### config.mk
export PLATFORM = sky130hd
export DESIGN_NAME = gps_synced_twelve_hour_clock_core
export DESIGN_NICKNAME = d
export VERILOG_FILES = /design/src/rtl/gstc_pkg.sv /design/src/rtl/gstc_matcher.sv /design/src/rtl/gstc_timekeeper.sv /design/src/rtl/gps_synced_twelve_hour_clock_core.sv
export SDC_FILE = /design/constraint.sdc
export NUM_CORES = 1
export LEC_CHECK = 0
export ABC_AREA = 1
export BUFFER_PORTS_ARGS = -buffer_cell sky130_fd_sc_hd__buf_2
export CAP_MARGIN = 15
export CORE_ASPECT_RATIO = 1.5
export CORE_MARGIN = 2
export CORE_UTILIZATION = 55
export CTS_CLUSTER_SIZE = 12
export DETAILED_ROUTE_END_ITERATION = 10
export HOLD_SLACK_MARGIN = 0.1
export PLACE_DENSITY = 0.7
export SLEW_MARGIN = 10
export SYNTH_ARGS = -nofsm -noshare
export SYNTH_HDL_FRONTEND = slang
export SYNTH_HIERARCHICAL = 1
export SYNTH_SLANG_ARGS = --single-unit
### constraint.sdc
create_clock -name clk -period 8.9 [get_ports clk]
set_clock_uncertainty 0.2 [all_clocks]
set_input_delay 1.335 -clock clk [delete_from_list [all_inputs] [get_ports clk]]
set_output_delay 1.335 -clock clk [all_outputs]
set_load 0.02 [all_outputs]
### src/rtl/gstc_pkg.sv
// Shared types, constants and helper functions of the clock core.
// Used by the matcher, the timekeeper and the top level; depends on nothing.
package gstc_pkg;

	localparam int unsigned CAPTURE_LEN = 9;
	localparam int unsigned STORE_DEPTH = 6;

	localparam logic [7:0] CHAR_DOLLAR = 8'h24;
	localparam logic [7:0] CHAR_G      = 8'h47;
	localparam logic [7:0] CHAR_P      = 8'h50;
	localparam logic [7:0] CHAR_A      = 8'h41;
	localparam logic [7:0] CHAR_COMMA  = 8'h2C;
	localparam logic [7:0] ASCII_ZERO  = 8'd48;

	localparam logic [1:0] REG_TICKS_PER_SECOND = 2'd0;
	localparam logic [1:0] REG_ZONE_HOURS       = 2'd1;
	localparam logic [1:0] REG_ZONE_MINUTES     = 2'd2;

	localparam logic [7:0] TICKS_RESET  = 8'd45;
	localparam logic [3:0] ZONE_H_RESET = 4'd5;
	localparam logic [5:0] ZONE_M_RESET = 6'd30;

	localparam logic [7:0] LIMIT_MINSEC = 8'd59;
	localparam logic [7:0] MINSEC_SPAN  = 8'd60;
	localparam logic [7:0] DAY_HOURS    = 8'd24;
	localparam logic [7:0] HALF_DAY     = 8'd12;
	localparam logic [7:0] LAST_PM_HOUR = 8'd23;

	typedef enum logic [2:0] {
		ST_IDLE    = 3'd0,
		ST_DOLLAR  = 3'd1,
		ST_G       = 3'd2,
		ST_GP      = 3'd3,
		ST_GPG     = 3'd4,
		ST_GPGG    = 3'd5,
		ST_GPGGA   = 3'd6,
		ST_CAPTURE = 3'd7
	} match_state_t;

	typedef logic [STORE_DEPTH-1:0][7:0] gstc_store_t;

	typedef struct packed {
		logic        sync;
		gstc_store_t store;
	} gstc_capture_t;

	typedef struct packed {
		logic [7:0] hours;
		logic [7:0] minutes;
		logic [7:0] seconds;
		logic       pm;
		logic       led;
	} gstc_time_t;

	typedef struct packed {
		logic [4:0] tens;
		logic [3:0] ones;
	} gstc_digits_t;

	// Splits a byte into tens and ones; 205/2048 matches 1/10 for all byte values.
	function automatic gstc_digits_t div10(input logic [7:0] v);
		logic [15:0]  prod;
		logic [4:0]   q;
		logic [7:0]   rem;
		gstc_digits_t d;
		prod   = {8'd0, v} * 16'd205;
		q      = prod[15:11];
		rem    = v - ({3'd0, q} * 8'd10);
		d.tens = q;
		d.ones = rem[3:0];
		return d;
	endfunction

endpackage

### src/rtl/gstc_matcher.sv
// Sentence matcher for the "$GPGGA," prefix and capture store of the time field.
// Depends on gstc_pkg for the state type, characters and capture length.
module gstc_matcher (
	input  logic                   clk,
	input  logic                   arst_n,
	input  logic                   en,
	input  logic [7:0]             rx_byte,
	output gstc_pkg::gstc_capture_t cap
);
	import gstc_pkg::*;

	match_state_t state_q;
	match_state_t state_nx;
	logic [3:0]   count_q;
	logic [3:0]   count_nx;
	logic [4:0]   count_inc;
	logic         store_we;
	logic         sync;
	gstc_store_t  store_q;
	gstc_store_t  store_nx;

	always_ff @(posedge clk or negedge arst_n) begin
		if (!arst_n) begin
			state_q <= ST_IDLE;
			count_q <= 4'd0;
		end else begin
			state_q <= state_nx;
			count_q <= count_nx;
		end
	end

	always_ff @(posedge clk) begin
		if (store_we) begin
			store_q[count_q[2:0]] <= rx_byte;
		end
	end

	assign count_inc = {1'b0, count_q} + 5'd1;

	always_comb begin
		state_nx = state_q;
		count_nx = count_q;
		store_we = 1'b0;
		sync     = 1'b0;
		if (en) begin
			if (rx_byte == CHAR_DOLLAR) begin
				state_nx = ST_DOLLAR;
			end else begin
				unique case (state_q)
					ST_IDLE: begin
					end
					ST_DOLLAR: begin
						if (rx_byte == CHAR_G) state_nx = ST_G;
					end
					ST_G: begin
						if (rx_byte == CHAR_P) state_nx = ST_GP;
					end
					ST_GP: begin
						if (rx_byte == CHAR_G) state_nx = ST_GPG;
					end
					ST_GPG: begin
						if (rx_byte == CHAR_G) state_nx = ST_GPGG;
					end
					ST_GPGG: begin
						if (rx_byte == CHAR_A) state_nx = ST_GPGGA;
					end
					ST_GPGGA: begin
						if (rx_byte == CHAR_COMMA) begin
							state_nx = ST_CAPTURE;
							count_nx = 4'd0;
						end
					end
					ST_CAPTURE: begin
						store_we = (count_q < 4'(STORE_DEPTH));
						if (count_inc >= 5'(CAPTURE_LEN)) begin
							count_nx = 4'd0;
							state_nx = ST_IDLE;
							sync     = 1'b1;
						end else begin
							count_nx = count_inc[3:0];
						end
					end
					default: begin
					end
				endcase
			end
		end
	end

	always_comb begin
		for (int i = 0; i < STORE_DEPTH; i++) begin
			store_nx[i] = (store_we && (count_q[2:0] == 3'(i))) ? rx_byte : store_q[i];
		end
	end

	assign cap.sync  = sync;
	assign cap.store = store_nx;

endmodule

### src/rtl/gstc_timekeeper.sv
// Running clock: tick prescaler, second LED, h:m:s advance and load on a time sync.
// Depends on gstc_pkg for the capture and time types and the time limits.
module gstc_timekeeper (
	input  logic                    clk,
	input  logic                    arst_n,
	input  logic                    tick_en,
	input  gstc_pkg::gstc_capture_t cap,
	input  logic [7:0]              ticks_per_second,
	input  logic [3:0]              zone_hours,
	input  logic [5:0]              zone_minutes,
	output gstc_pkg::gstc_time_t    time_nx
);
	import gstc_pkg::*;

	logic [7:0] tick_q;
	logic [7:0] tick_nx;
	logic [8:0] tick_inc;
	gstc_time_t time_q;

	logic [7:0] h0;
	logic [7:0] h1;
	logic [7:0] h2;
	logic [7:0] h3;
	logic [7:0] m0;
	logic [7:0] m1;
	logic [7:0] s0;
	logic       pm_sync;
	logic [7:0] sec_inc;
	logic [7:0] min_inc;
	logic [7:0] hour_inc;

	function automatic logic [7:0] two_digits(input logic [7:0] hi, input logic [7:0] lo);
		logic [7:0] t;
		logic [7:0] u;
		t = hi - ASCII_ZERO;
		u = lo - ASCII_ZERO;
		return (t << 3) + (t << 1) + u;
	endfunction

	always_ff @(posedge clk or negedge arst_n) begin
		if (!arst_n) begin
			tick_q <= 8'd0;
			time_q <= '0;
		end else begin
			tick_q <= tick_nx;
			time_q <= time_nx;
		end
	end

	always_comb begin
		h0 = two_digits(cap.store[0], cap.store[1]) + {4'd0, zone_hours};
		m0 = two_digits(cap.store[2], cap.store[3]) + {2'd0, zone_minutes};
		s0 = two_digits(cap.store[4], cap.store[5]);
		if (m0 > LIMIT_MINSEC) begin
			m1 = m0 - MINSEC_SPAN;
			h1 = h0 + 8'd1;
		end else begin
			m1 = m0;
			h1 = h0;
		end
		h2      = (h1 > DAY_HOURS) ? (h1 - DAY_HOURS) : h1;
		pm_sync = (h2 >= HALF_DAY) && (h2 <= LAST_PM_HOUR);
		h3      = (h2 > HALF_DAY) ? (h2 - HALF_DAY) : h2;
	end

	assign tick_inc = {1'b0, tick_q} + 9'd1;
	assign sec_inc  = time_q.seconds + 8'd1;
	assign min_inc  = time_q.minutes + 8'd1;
	assign hour_inc = time_q.hours + 8'd1;

	always_comb begin
		tick_nx = tick_q;
		time_nx = time_q;
		if (cap.sync) begin
			time_nx.hours   = h3;
			time_nx.minutes = m1;
			time_nx.seconds = s0;
			time_nx.pm      = pm_sync;
			tick_nx         = 8'd0;
		end else if (tick_en) begin
			if (tick_inc <= {1'b0, ticks_per_second}) begin
				tick_nx = tick_inc[7:0];
			end else begin
				tick_nx     = 8'd0;
				time_nx.led = ~time_q.led;
				if (sec_inc > LIMIT_MINSEC) begin
					time_nx.seconds = 8'd0;
					if (min_inc > LIMIT_MINSEC) begin
						time_nx.minutes = 8'd0;
						time_nx.hours   = (hour_inc > HALF_DAY) ? 8'd0 : hour_inc;
					end else begin
						time_nx.minutes = min_inc;
					end
				end else begin
					time_nx.seconds = sec_inc;
				end
			end
		end
	end

endmodule

### src/rtl/gps_synced_twelve_hour_clock_core.sv
// An accepted word waits in the input register, then moves to the result register
// once that is empty or drained. One word per cycle while m_tready keeps up; the
// two registers let a new word in while a finished result waits downstream.
// Reset (arst_n low, asynchronous): matcher idle, clock 00:00:00, LED and PM off,
// prescaler cleared, configuration back to 45 ticks, zone +5:30.
module gps_synced_twelve_hour_clock_core (
	input  logic        clk,
	input  logic        arst_n,
	input  logic        s_tvalid,
	output logic        s_tready,
	input  logic [7:0]  s_tdata,   // rx_byte[7:0]
	input  logic [0:0]  s_tuser,   // func[0]
	output logic        m_tvalid,
	input  logic        m_tready,
	// hour_tens[4:0], hour_ones[8:5], minute_tens[13:9], minute_ones[17:14],
	// second_tens[22:18], second_ones[26:23], pm_flag[27], second_led[28],
	// synced_now[29], zero fill[31:30]
	output logic [31:0] m_tdata,
	input  logic        cfg_valid,
	output logic        cfg_ready,
	input  logic [1:0]  cfg_index,
	input  logic [7:0]  cfg_data
);
	import gstc_pkg::*;

	logic          valid_s1;
	logic          func_s1;
	logic [7:0]    byte_s1;
	logic          advance;
	logic          out_valid_q;
	gstc_time_t    out_time_q;
	logic          out_sync_q;
	logic [7:0]    ticks_q;
	logic [3:0]    zone_h_q;
	logic [5:0]    zone_m_q;
	gstc_capture_t cap;
	gstc_time_t    time_nx;
	gstc_digits_t  hour_d;
	gstc_digits_t  min_d;
	gstc_digits_t  sec_d;

	assign cfg_ready = 1'b1;

	always_ff @(posedge clk or negedge arst_n) begin
		if (!arst_n) begin
			ticks_q  <= TICKS_RESET;
			zone_h_q <= ZONE_H_RESET;
			zone_m_q <= ZONE_M_RESET;
		end else if (cfg_valid) begin
			unique case (cfg_index)
				REG_TICKS_PER_SECOND: ticks_q  <= cfg_data;
				REG_ZONE_HOURS:       zone_h_q <= cfg_data[3:0];
				REG_ZONE_MINUTES:     zone_m_q <= cfg_data[5:0];
				default: begin
				end
			endcase
		end
	end

	assign advance  = valid_s1 && (!out_valid_q || m_tready);
	assign s_tready = !valid_s1 || advance;

	always_ff @(posedge clk or negedge arst_n) begin
		if (!arst_n) begin
			valid_s1    <= 1'b0;
			out_valid_q <= 1'b0;
		end else begin
			if (s_tvalid && s_tready) begin
				valid_s1 <= 1'b1;
			end else if (advance) begin
				valid_s1 <= 1'b0;
			end
			if (advance) begin
				out_valid_q <= 1'b1;
			end else if (m_tready) begin
				out_valid_q <= 1'b0;
			end
		end
	end

	always_ff @(posedge clk) begin
		if (s_tvalid && s_tready) begin
			func_s1 <= s_tuser[0];
			byte_s1 <= s_tdata;
		end
		if (advance) begin
			out_time_q <= time_nx;
			out_sync_q <= cap.sync;
		end
	end

	gstc_matcher u_matcher (
		.clk     (clk),
		.arst_n  (arst_n),
		.en      (advance && !func_s1),
		.rx_byte (byte_s1),
		.cap     (cap)
	);

	gstc_timekeeper u_timekeeper (
		.clk              (clk),
		.arst_n           (arst_n),
		.tick_en          (advance && func_s1),
		.cap              (cap),
		.ticks_per_second (ticks_q),
		.zone_hours       (zone_h_q),
		.zone_minutes     (zone_m_q),
		.time_nx          (time_nx)
	);

	assign hour_d = div10(out_time_q.hours);
	assign min_d  = div10(out_time_q.minutes);
	assign sec_d  = div10(out_time_q.seconds);

	assign m_tvalid = out_valid_q;
	assign m_tdata  = {2'b00, out_sync_q, out_time_q.led, out_time_q.pm,
		sec_d.ones, sec_d.tens, min_d.ones, min_d.tens, hour_d.ones, hour_d.tens};

endmodule

# Word level (Yosys, flattened, before mapping)
# Cells that the tools add are included.
# op_classes
add_sub_neg,26
n_mul,6
n_eq_ne,27
n_lt_le_gt_ge,13
mux,51
bitwise,2
reduce_logical,29
# ops
op,n
8-bit two-way mux,15
24-bit two-way mux,3
8-bit adder,6
48-bit bitwise mux,1
8-bit by 8-bit multiplier with 16-bit output (second input constant),3
8-bit by 1-bit adder with 8-bit output (second input constant),4
8-bit by 6-bit subtractor with 8-bit output (second input constant),4
8-bit demux with 3-bit select,1
8-bit by 7-bit equality test with 1-bit output (second input constant),3
8-bit by 6-bit > comparator with 1-bit output (second input constant),3
3-bit two-way mux,8
7-bit two-way mux,3
3-bit by 1-bit inequality test with 1-bit output (second input constant),7
3-bit one-hot mux with 7 select lines,1
7-bit by 6-bit subtractor with 7-bit output (second input constant),3
3-bit equality test (second input constant),6
8-bit by 6-bit equality test with 1-bit output (second input constant),2
8-bit by 4-bit > comparator with 1-bit output (second input constant),2
16-bit two-way mux,1
5-bit by 3-bit multiplier with 3-bit output (second input constant),3
1-bit two-way mux,15
3-bit by 2-bit equality test with 1-bit output (second input constant),4
1-bit logical AND,12
4-bit subtractor,3
30 further kinds,41
# totals
output_inout_bits,35
reg_bits,145
in_bits,24
wordCells,181

# Longest topological paths before layout
# Gate-level depths: netlist of run 1.
# logic_depth
word_depth,18
depth_mapped,38
depth_no_buf,38

# Cells and area by module
# The synthesis of run 1 kept the hierarchy.
# modules_own_cells
module,area_per_inst_um2,cells_per_inst,instances,seq_area_each_um2
gps_synced_twelve_hour_clock_core,5683.0,589,1,1594.0
gstc_timekeeper,4533.1,610,1,850.8
gstc_matcher,2687.6,280,1,1616.6

# Least setup slack after synthesis of run 1
# OpenSTA, ideal clock, no wires.
# synth_path
path_kind,in2reg
startpoint,input m_tready
endpoint,"register out_time_q[23] in the netlist's numbering, data pin"
n_path_buf,1
stages,34
slack_ns,1.922
required_time_ns,8.442
setup_ns,0.258
t_arrival_ns,6.521
path_cell_list,inv_1 > nand2_1 > nand2_1 > nor2_1 > nor3b_4 > nand3_1 > buf_6 > o21ai_0 > inv_1 > fa_1 > inv_1 > fa_1 > ha_1 > ha_1 > fa_1 > inv_1 > nor2_1 > nor2_1 > nand2_1 > nand2_1 > inv_1 > nand3_1 > nand4_4 > o21ai_1 > inv_1 > ha_1 > xor2_1 > inv_1 > nand2_1 > inv_2 > nor2_8 > nand3_2 > nand3_1 > nand2_1
# synth_rtl
item,line,rtl
start: declaration,gps_synced_twelve_hour_clock_core.sv:14,"input logic m_tready,"
end signal: assignment,gps_synced_twelve_hour_clock_core.sv:87,out_time_q <= time_nx;
end: declaration,gps_synced_twelve_hour_clock_core.sv:31,gstc_time_t out_time_q;

==> results by group, run 1 <==
Hold path
  – Cell count of the worst hold path: 1
  – HP Class: flop to flop
  – Endpoint, Worst Hold: u_timekeeper/time_q[0]$_DFF_PN0_
  – HP Start: u_timekeeper/time_q[0]$_DFF_PN0_

Timing
  – Final Hold Viols: 0
  – Slew HR: 0.460
  – Final Max Slew Viols: 0
  – Final period util: 0.841
  – Period minus WS final: 7.48 ns
  – Achievable Freq: 134 MHz
  – RSZ-0062 raised after global routing: false
  – Total negative slack: 0 ns
  – Final setup fails: 0
  – Slew @ Worst Pin: 0.811 ns

Worst setup path
  – CP Data Required Time: 8.86 ns
  – R2r endpoint: m_tdata[27]$_DFFE_PP_
  – R2R Path Start: byte_s1[1]$_DFFE_PP_
  – Worst setup path category: input pin to flop
  – CP Launch Point: m_tready
  – Critical Path Sink Type: flop
  – Slowest CP cell: fa_1
  – R2r worst-path depth: 31
  – Worst EP arrival: 7.45 ns
  – Slowest Stage Delay on Critical Path: 0.54 ns
  – CP Launch Type: input pin
  – Critical Path Fanout Max: 19
  – R2R Setup Slk: 1.51 ns

Route
  – Number of routed nets with antenna violations: 0
  – Pre-antenna DRT Iters: 6
  – Vias/cell: 5.35
  – Residual DRC count: 0
  – Drt initial violations: 290
  – Avg WL per Cell: 14.6 µm
  – Via count: 9717
  – WL final: 26500 µm

Clock tree
  – CTS sink cnt: 142
  – Max Buffers Root-to-Sink: 2
  – H-tree depth: 4
  – Worst skew pair latency: 0.43 ns
  – CTS Buf Count: 17
  – CTS resizes: 0
  – CTS clock-pin slew for the worst setup and hold paths: 0.06 ns
  – Root buffer cell: clkbuf_16
  – CTS tree: yes
  – Hold_buf cts: 0
  – Postcts setup bufs: 0

Global route
  – Gr ovfl total: 0
  – First-pass GRT wire length: 44500 µm
  – Initial antenna violation count: 0
  – Pin count of the biggest net entering global routing: 62
  – Vias in the first global route: 9780
  – Total track usage: 0.228

Synthesis
  – Syn avg cell area: 8.70 µm²
  – Mapped cell area: 12800 µm²
  – Warnings, synthesis: 6
  – Cell count after synthesis: 1470

Finish
  – Synth-to-Final Area Change: 8.59%
  – Fillers: 2033
  – Final net count: 1802
  – Share of post-route cells with drive strength above 1: 0.0996
  – Final Util: 0.607
  – Ant diodes: 0

Floorplan
  – Site Rows: 68
  – Num ports: 59
  – Die ar.: 24500 µm²
  – Die height: 191 µm
  – Core area: 22900 µm²
  – Starting density of the core: 0.559
  – Die Wd: 128 µm

Place
  – GPL Wtd Cong: 0.946
  – DPL Wire Length: 21600 µm
  – Buffers added on ports: 55

Flow run
  – Max Cap Viol: 0

Outcome
  – Outcome: complete, no violations
-- worst max-delay path by stage --
stage	endpoint	slack (ns)
6_report	m_tdata[27]$_DFFE_PP_	1.42
5_1_grt	out_time_q[23]$_DFFE_PP_	0.76
4_1_cts	out_time_q[23]$_DFFE_PP_	1.45
3_5_place_dp	out_time_q[23]$_DFFE_PP_	0.99
3_3_place_gp	out_time_q[23]$_DFFE_PP_	1.22
2_1_floorplan	out_time_q[23]$_DFFE_PP_	1.95
-- area by class of cell --
cell class / count / area [µm²] / area share
Tap cell: 280 / 350 / 0.0252
Clock buffer: 18 / 429 / 0.0309
Inverter: 245 / 920 / 0.0662
Timing Repair Buffer: 58 / 318 / 0.0229
Multi-Input combinational cell: 1059 / 7710 / 0.556
Clock inverter: 14 / 183 / 0.0132
Sequential cell: 142 / 3970 / 0.286
-- layout by cell type (no fill, tap or decap), drive strengths merged, types with 45 or more instances in the layout --
cell,count
nand2,339
inv,250
ha,198
o21ai,98
nand3,94
edfxtp,81
nor2,79
buf,58
fa,57
dfrtp,51
a21oi,45
-- registers in the layout, summed over array words and instances, names as in the netlist --
name and flops:
u_matcher/count_q 4, u_timekeeper/time_q 26, u_matcher/store_q 45, valid_s1 1, u_timekeeper/tick_q 8, out_time_q 24
func_s1 1, ticks_q 8, m_tvalid 1, byte_s1 8, zone_h_q 4, zone_m_q 6
m_tdata 2, u_matcher/state_q 3, out_sync_q 1
-- worst max-delay path, delay by kind of cell --
kind,cells,cell delay (ns)
buffers and inverters,6,0.45
XOR/XNOR,1,0.25
AO/OA/AOI/OAI,1,0.44
AND/OR/NAND/NOR,18,2.78
adder cells (fa/ha/maj),5,2.18
-- routing by layer --
| layer | routed length [µm] | GRT usage |
|---|---|---|
| met5 | 0 | 0 |
| met3 | 644 | 0.0320 |
| met2 | 14500 | 0.437 |
| met1 | 10200 | 0.237 |
| met4 | 1100 | 0.117 |
-- per-stage QoR --
stage | setup WS (ns) | hold WS, ns | std cells | instance area [µm²]
2_1_floorplan | 1.95 | 0.239 | 1471 | 12800
3_3_place_gp | 1.22 | 0.259 | 1783 | 13200
6_report | 1.42 | 0.269 | 1816 | 13900
3_5_place_dp | 0.985 | 0.264 | 1783 | 13200
5_1_grt | 0.757 | 0.292 | 1816 | 13900
4_1_cts | 1.45 | 0.274 | 1815 | 13900
Power of run 1 is left out: the tool's default activity adds up to more than one toggle a clock period on the data nets, which glitch-free logic cannot reach.
==> run 2, diff against run 1 <==
Settings changed: ABC_AREA 1 to 0.
Clock period 8.9 ns to 7.31 ns, I/O delays scaled along.
==> results by group, run 2 <==
Outcome
  – Outcome: complete, no violations

Finish
  – Commonest cells after routing, fill and taps aside: ha_1, inv_1, edfxtp_1
  – Final net count: 1524 (-15%)
  – Max reg flops: 45 (unchanged)
  – Fillers: 1838 (-9.6%)
  – Synth-to-Final Area Change: 11.9%
  – Commonest non-fill, non-tap cell in the layout: ha_1
  – Multi-input gate area: 8050 µm² (+4.3%)
  – Design Area, Final: 14100 µm² (+1.4%)
  – Ant diodes: 0 (unchanged)
  – Share of post-route cells with drive strength above 1: 0.208 (+0.109)
  – Final Util: 0.629 (+0.0224)
  – Seq. cell area: 3970 µm² (unchanged)

Place
  – GPL Wtd Cong: 0.883 (-6.7%)
  – Area after DPL: 13500 µm² (+1.8%)
  – DPL Wire Length: 20000 µm (-7.6%)
  – Buffers added on ports: 55 (unchanged)

Timing
  – RSZ-0062 raised after global routing: false
  – Slew @ Worst Pin: 1.11 ns (+0.300 ns)
  – Final Hold Viols: 0 (unchanged)
  – Period minus WS final: 7.02 ns
  – Final period util: 0.961
  – Slew HR: 0.256 (-0.203)
  – Final Max Slew Viols: 0 (unchanged)
  – Final setup fails: 0 (unchanged)
  – Achievable Freq: 142 MHz

Worst setup path
  – Critical Path Fanout Max: 6 (-13)
  – CP most frequent cell: fa_1
  – Slowest Stage Delay on Critical Path: 0.51 ns (-0.03 ns)
  – Slowest CP cell: fa_1
  – Worst setup path category: input pin to flop
  – Worst EP arrival: 6.98 ns (-0.47 ns)
  – CP Launch Type: input pin
  – R2R Path Start: m_tvalid$_DFFE_PN0P_
  – Critical Path Sink Type: flop
  – CP Data Required Time: 7.27 ns (-1.59 ns)
  – CP Launch Point: m_tready

Global route
  – Initial antenna violation count: 0 (unchanged)
  – Pin count of the biggest net entering global routing: 62 (unchanged)
  – Gr ovfl total: 0 (unchanged)
  – Vias in the first global route: 9189 (-6.0%)
  – First-pass GRT wire length: 42300 µm (-4.9%)
  – Total track usage: 0.217 (-0.0113)

Synthesis
  – Syn avg cell area: 10.9 µm² (+25%)
  – Mapped cell area: 12600 µm² (-1.6%)
  – Cell count after synthesis: 1156 (-21%)
  – Warnings, synthesis: 6 (unchanged)

Clock tree
  – Max Buffers Root-to-Sink: 2 (unchanged)
  – CTS tree: yes
  – H-tree depth: 4 (unchanged)
  – Root buffer cell: clkbuf_16
  – CTS resizes: 0 (unchanged)
  – Hold_buf cts: 0 (unchanged)
  – Postcts setup bufs: 0 (unchanged)
  – CTS clock-pin slew for the worst setup and hold paths: 0.06 ns (about the same)
  – CTS Buf Count: 17 (unchanged)
  – Worst skew pair latency: 0.43 ns (about the same)
  – CTS sink cnt: 142 (unchanged)

Route
  – M1 WL: 9680 µm (-5.2%)
  – Met2 Wirelength: 14000 µm (-3.3%)
  – Drt initial violations: 298 (+2.8%)
  – Via count: 8723 (-10%)
  – WL final: 24900 µm (-5.8%)
  – Vias/cell: 5.69 (+6.3%)
  – Pre-antenna DRT Iters: 5 (-1)
  – Residual DRC count: 0 (unchanged)
  – DR WL met3: 557 µm (-14%)
  – Avg WL per Cell: 16.2 µm (+12%)
  – Number of routed nets with antenna violations: 0 (unchanged)
  – Top layer in use: met4

Pwr
  – Max VDD drop: 0.000161 V
  – PD cells: 258 nW/µm²
  – Total Power: 3.63 mW
  – Static leakage: 6.62 nW

Hold path
  – HP Start: u_timekeeper/time_q[0]$_DFF_PN0_
  – HP Class: flop to flop

Floorplan
  – Die height: 189 µm (-0.80%)
  – Starting density of the core: 0.562 (+0.00325)
  – Core area: 22400 µm² (-2.2%)
  – Num ports: 59 (unchanged)
  – Site Rows: 67 (-1.5%)
  – Die Wd: 127 µm (-0.79%)
  – Die ar.: 24100 µm² (-1.6%)

Flow run
  – Max Cap Viol: 0 (unchanged)
## run 2: changes by cell type in the layout (fill, tap and decap cells not counted), sizes merged, moves of 18 or more
cell   change
nand3     -62
buf       +45
mux2      +67
nor2      -32
o21ai     -51
xnor2     +30
nand2    -285
and3      +18
xor2      -18
inv      -119
## run 2: routing by layer
metal  track usage  vias to the layer above
li1              -                     4294
met1         0.228                     4251
met2         0.430                      138
met3        0.0268                       40
met4        0.0799                        0
met5             0                        -
## run 2: path summary, 6_finish.rpt
path                            slack [ns]                                to  depth (start not counted)
worst max-delay path                  0.29             m_tdata[27]$_DFFE_PP_                         26
worst min-delay path                  0.26  u_timekeeper/time_q[0]$_DFF_PN0_                          1
worst max register to register        0.65             m_tdata[27]$_DFFE_PP_                         25
worst min register to register        0.26  u_timekeeper/time_q[0]$_DFF_PN0_                          1
max in group asynchronous             5.73  u_timekeeper/time_q[3]$_DFF_PN0_                          2
min in group asynchronous             0.64  u_matcher/state_q[1]$_DFFE_PN0P_                          2
## run 2: worst max-delay path: cells and delay by family
kind / cells / cell delay [ns]
XOR/XNOR: 2 / 0.46
AO/OA/AOI/OAI: 7 / 1.51
AND/OR/NAND/NOR: 9 / 1.43
adder cells (fa/ha/maj): 5 / 2.02
buffers and inverters: 2 / 0.14
multiplexers: 1 / 0.33
## run 2: area by class of cell
class	count	area share
tap	276	0.0245
sequential	142	0.282
multi-input combinational	853	0.572
clock buffer	18	0.0312
timing repair buffer	103	0.0451
clock inverter	14	0.0111
inverter	128	0.0343
## run 2: per-stage QoR
| step | setup TNS, ns | hold WS, ns | setup slack (ns) | cells |
|---|---|---|---|---|
| after floorplan | -3.71 | 0.232 | -0.404 | 1157 |
| after global placement | -0.0232 | 0.245 | -0.0232 | 1502 |
| after global routing | 0 | 0.274 | 0.00462 | 1534 |
| after CTS | 0 | 0.264 | 0.266 | 1534 |
| final | 0 | 0.261 | 0.285 | 1534 |
| after detailed placement | -0.882 | 0.252 | -0.191 | 1502 |
## run 2: report_power, final
group / switching [mW] / internal [mW]
Combinational: 1.01 / 0.789
Clock: 0.351 / 0.515
Sequential: 0.0521 / 0.915
Total: 1.41 / 2.22
Power figures use the tool's default switching activity.
==> run 3, diff against run 2 <==
Settings changed: CELL_PAD_IN_SITES_DETAIL_PLACEMENT from default to 0, CELL_PAD_IN_SITES_GLOBAL_PLACEMENT from default to 1, CORE_UTILIZATION 55 to 51, GPL_TIMING_DRIVEN from default to 1, MAX_ROUTING_LAYER from default to met4, PLACE_DENSITY 0.7 to 0.79.
==> results by group, run 3 (same netlist as run 2, synthesis figures left out) <==
Global route
  – Pin count of the biggest net entering global routing: 62 (unchanged)
  – Gr ovfl total: 0 (unchanged)
  – First-pass GRT wire length: 41900 µm (-1.0%)
  – Vias in the first global route: 8948 (-2.6%)
  – Initial antenna violation count: 0 (unchanged)
  – Total track usage: 0.206 (-0.0103)

Pwr
  – Max VDD drop: 0.000211 V (+31%)
  – Flop pwr share: 0.264 (-0.003)
  – Comb pwr share: 0.489 (-0.006)
  – PD cells: 258 nW/µm² (+0.20%)
  – Internal power: 2.28 mW (+2.5%)
  – Static leakage: 6.66 nW (+0.65%)
  – Clock share of power: 0.247 (+0.008)
  – Sw frac: 0.379 (-0.00926)
  – Net load switching power: 1.39 mW (-1.4%)

Clock tree
  – H-tree depth: 4 (unchanged)
  – CTS resizes: 0 (unchanged)
  – CTS sink cnt: 142 (unchanged)
  – Worst skew pair latency: 0.43 ns (about the same)
  – Root buffer cell: clkbuf_16
  – Hold_buf cts: 0 (unchanged)
  – Postcts setup bufs: 0 (unchanged)
  – Max Buffers Root-to-Sink: 2 (unchanged)
  – CTS tree: yes
  – CTS clock-pin slew for the worst setup and hold paths: 0.06 ns (about the same)
  – CTS Buf Count: 17 (unchanged)

Finish
  – Max reg flops: 45 (unchanged)
  – Final net count: 1528 (+0.26%)
  – Commonest cells after routing, fill and taps aside: ha_1, inv_1, edfxtp_1
  – Synth-to-Final Area Change: 12.9%
  – Commonest non-fill, non-tap cell in the layout: ha_1
  – Share of post-route cells with drive strength above 1: 0.209 (+0.00109)
  – Ant diodes: 0 (unchanged)

Route
  – Number of routed nets with antenna violations: 0 (unchanged)
  – Avg WL per Cell: 15.8 µm (-2.9%)
  – Pre-antenna DRT Iters: 5 (unchanged)
  – Drt initial violations: 245 (-18%)
  – Vias/cell: 5.41 (-4.9%)
  – Via count: 8574 (-1.7%)
  – WL final: 25000 µm (+0.29%)
  – Residual DRC count: 0 (unchanged)

Floorplan
  – Num ports: 59 (unchanged)
  – Starting density of the core: 0.517 (-0.0454)
  – Die ar.: 26000 µm² (+7.6%)
  – Die Wd: 132 µm (+3.7%)
  – Die height: 196 µm (+3.8%)
  – Site Rows: 70 (+4.5%)
  – Core area: 24300 µm² (+8.8%)

Flow run
  – Max Cap Viol: 0 (unchanged)

Place
  – DPL Wire Length: 20100 µm (+0.51%)
  – GPL Wtd Cong: 0.866 (-1.9%)
  – Buffers added on ports: 55 (unchanged)

Hold path
  – Cell count of the worst hold path: 1 (unchanged)
  – HP Class: flop to flop
  – HP Start: u_timekeeper/time_q[0]$_DFF_PN0_
  – Endpoint, Worst Hold: u_timekeeper/time_q[0]$_DFF_PN0_

Worst setup path
  – Worst EP arrival: 7.00 ns (+0.02 ns)
  – Worst setup path category: input pin to flop
  – CP Launch Type: input pin
  – R2r worst-path depth: 22 (-12%)
  – R2R Setup Slk: 0.70 ns (+0.05 ns)
  – Critical Path Fanout Max: 8 (+2)
  – CP Data Required Time: 7.36 ns (+0.09 ns)
  – Critical Path Sink Type: flop
  – R2R Path Start: byte_s1[0]$_DFFE_PP_
  – R2r endpoint: out_time_q[21]$_DFFE_PP_

Timing
  – Slew HR: 0.265 (+0.00925)
  – Total negative slack: 0 ns (unchanged)
  – Period minus WS final: 6.95 ns (-0.0788 ns)
  – Final Hold Viols: 0 (unchanged)
  – RSZ-0062 raised after global routing: false
  – Final setup fails: 0 (unchanged)
  – Achievable Freq: 144 MHz (+1.1%)
  – Final hold slack: 0.263 ns (+0.00178 ns)
  – Final period util: 0.950 (-0.0108)
  – Slew @ Worst Pin: 1.09 ns (-0.0174 ns)
  – Final Max Slew Viols: 0 (unchanged)

Outcome
  – Outcome: complete, no violations
## run 3: how the worst max path moves through the flow
stage	startpoint	end	slack, ns	cells after the start
after global placement	m_tready	m_tdata[27]$_DFFE_PP_	0.02	26
after floorplan	m_tready	out_time_q[21]$_DFFE_PP_	-0.40	28
after global routing	m_tready	out_time_q[22]$_DFFE_PP_	0.05	26
final	m_tready	out_time_q[21]$_DFFE_PP_	0.36	24
after CTS	m_tready	out_time_q[21]$_DFFE_PP_	0.36	24
after detailed placement	m_tready	m_tdata[27]$_DFFE_PP_	-0.10	29
## run 3: power by group through the flow
stage	combinational, mW	clock, mW	sequential (mW)
2_1_floorplan	1.32	0	0.968
3_3_place_gp	1.78	0	0.982
3_5_place_dp	1.80	0	0.984
4_1_cts	1.82	0.929	0.968
5_1_grt	2.02	0.959	0.976
6_report	1.79	0.906	0.967
## run 3: through the flow
step | area [µm²] | setup WS (ns) | util | std cells | total power [mW]
after floorplan | 12700 | -0.404 | - | 1157 | 2.29
after global placement | 13600 | 0.0230 | 0.558 | 1554 | 2.76
after detailed placement | 13600 | -0.103 | 0.558 | 1554 | 2.79
after CTS | 14200 | 0.356 | 0.583 | 1585 | 3.72
after global routing | 14200 | 0.0493 | 0.583 | 1585 | 3.95
final | 14200 | 0.364 | 0.583 | 1585 | 3.66
## run 3: per-layer routing
| metal | part of all wire | up-vias | wire (µm) | global-route usage |
|---|---|---|---|---|
| met5 | 0 | - | 0 | - |
| met4 | 0.022 | 0 | 556 | 0.0669 |
| met3 | 0.019 | 32 | 480 | 0.0285 |
| met2 | 0.56 | 109 | 14000 | 0.399 |
| met1 | 0.40 | 4131 | 9990 | 0.214 |
| li1 | - | 4302 | - | - |
## run 3: worst max-delay path, cell delays in order
cell	delay, ns
buf_2	0.08
nand2b_4	0.11
and2_4	0.14
nor2b_4	0.13
nand4_1	0.14
a211o_1	0.34
nor3_4	0.21
and2_4	0.21
mux2_4	0.32
fa_1	0.45
fa_1	0.43
fa_1	0.50
fa_2	0.43
a21o_1	0.18
a21oi_2	0.12
xnor3_2	0.27
buf_4	0.18
o21ai_0	0.28
xnor2_2	0.13
ha_4	0.20
a2111oi_4	0.30
and4bb_2	0.33
and2_4	0.18
a211oi_2	0.23
## run 3: final cells by class
type / count / area, µm²
clock buffer: 17 / 425
clock inverter: 14 / 194
fill: 2153 / 10200
inverter: 128 / 483
multi-input combinational: 853 / 8050
sequential: 142 / 3970
tap: 324 / 405
timing repair buffer: 107 / 666
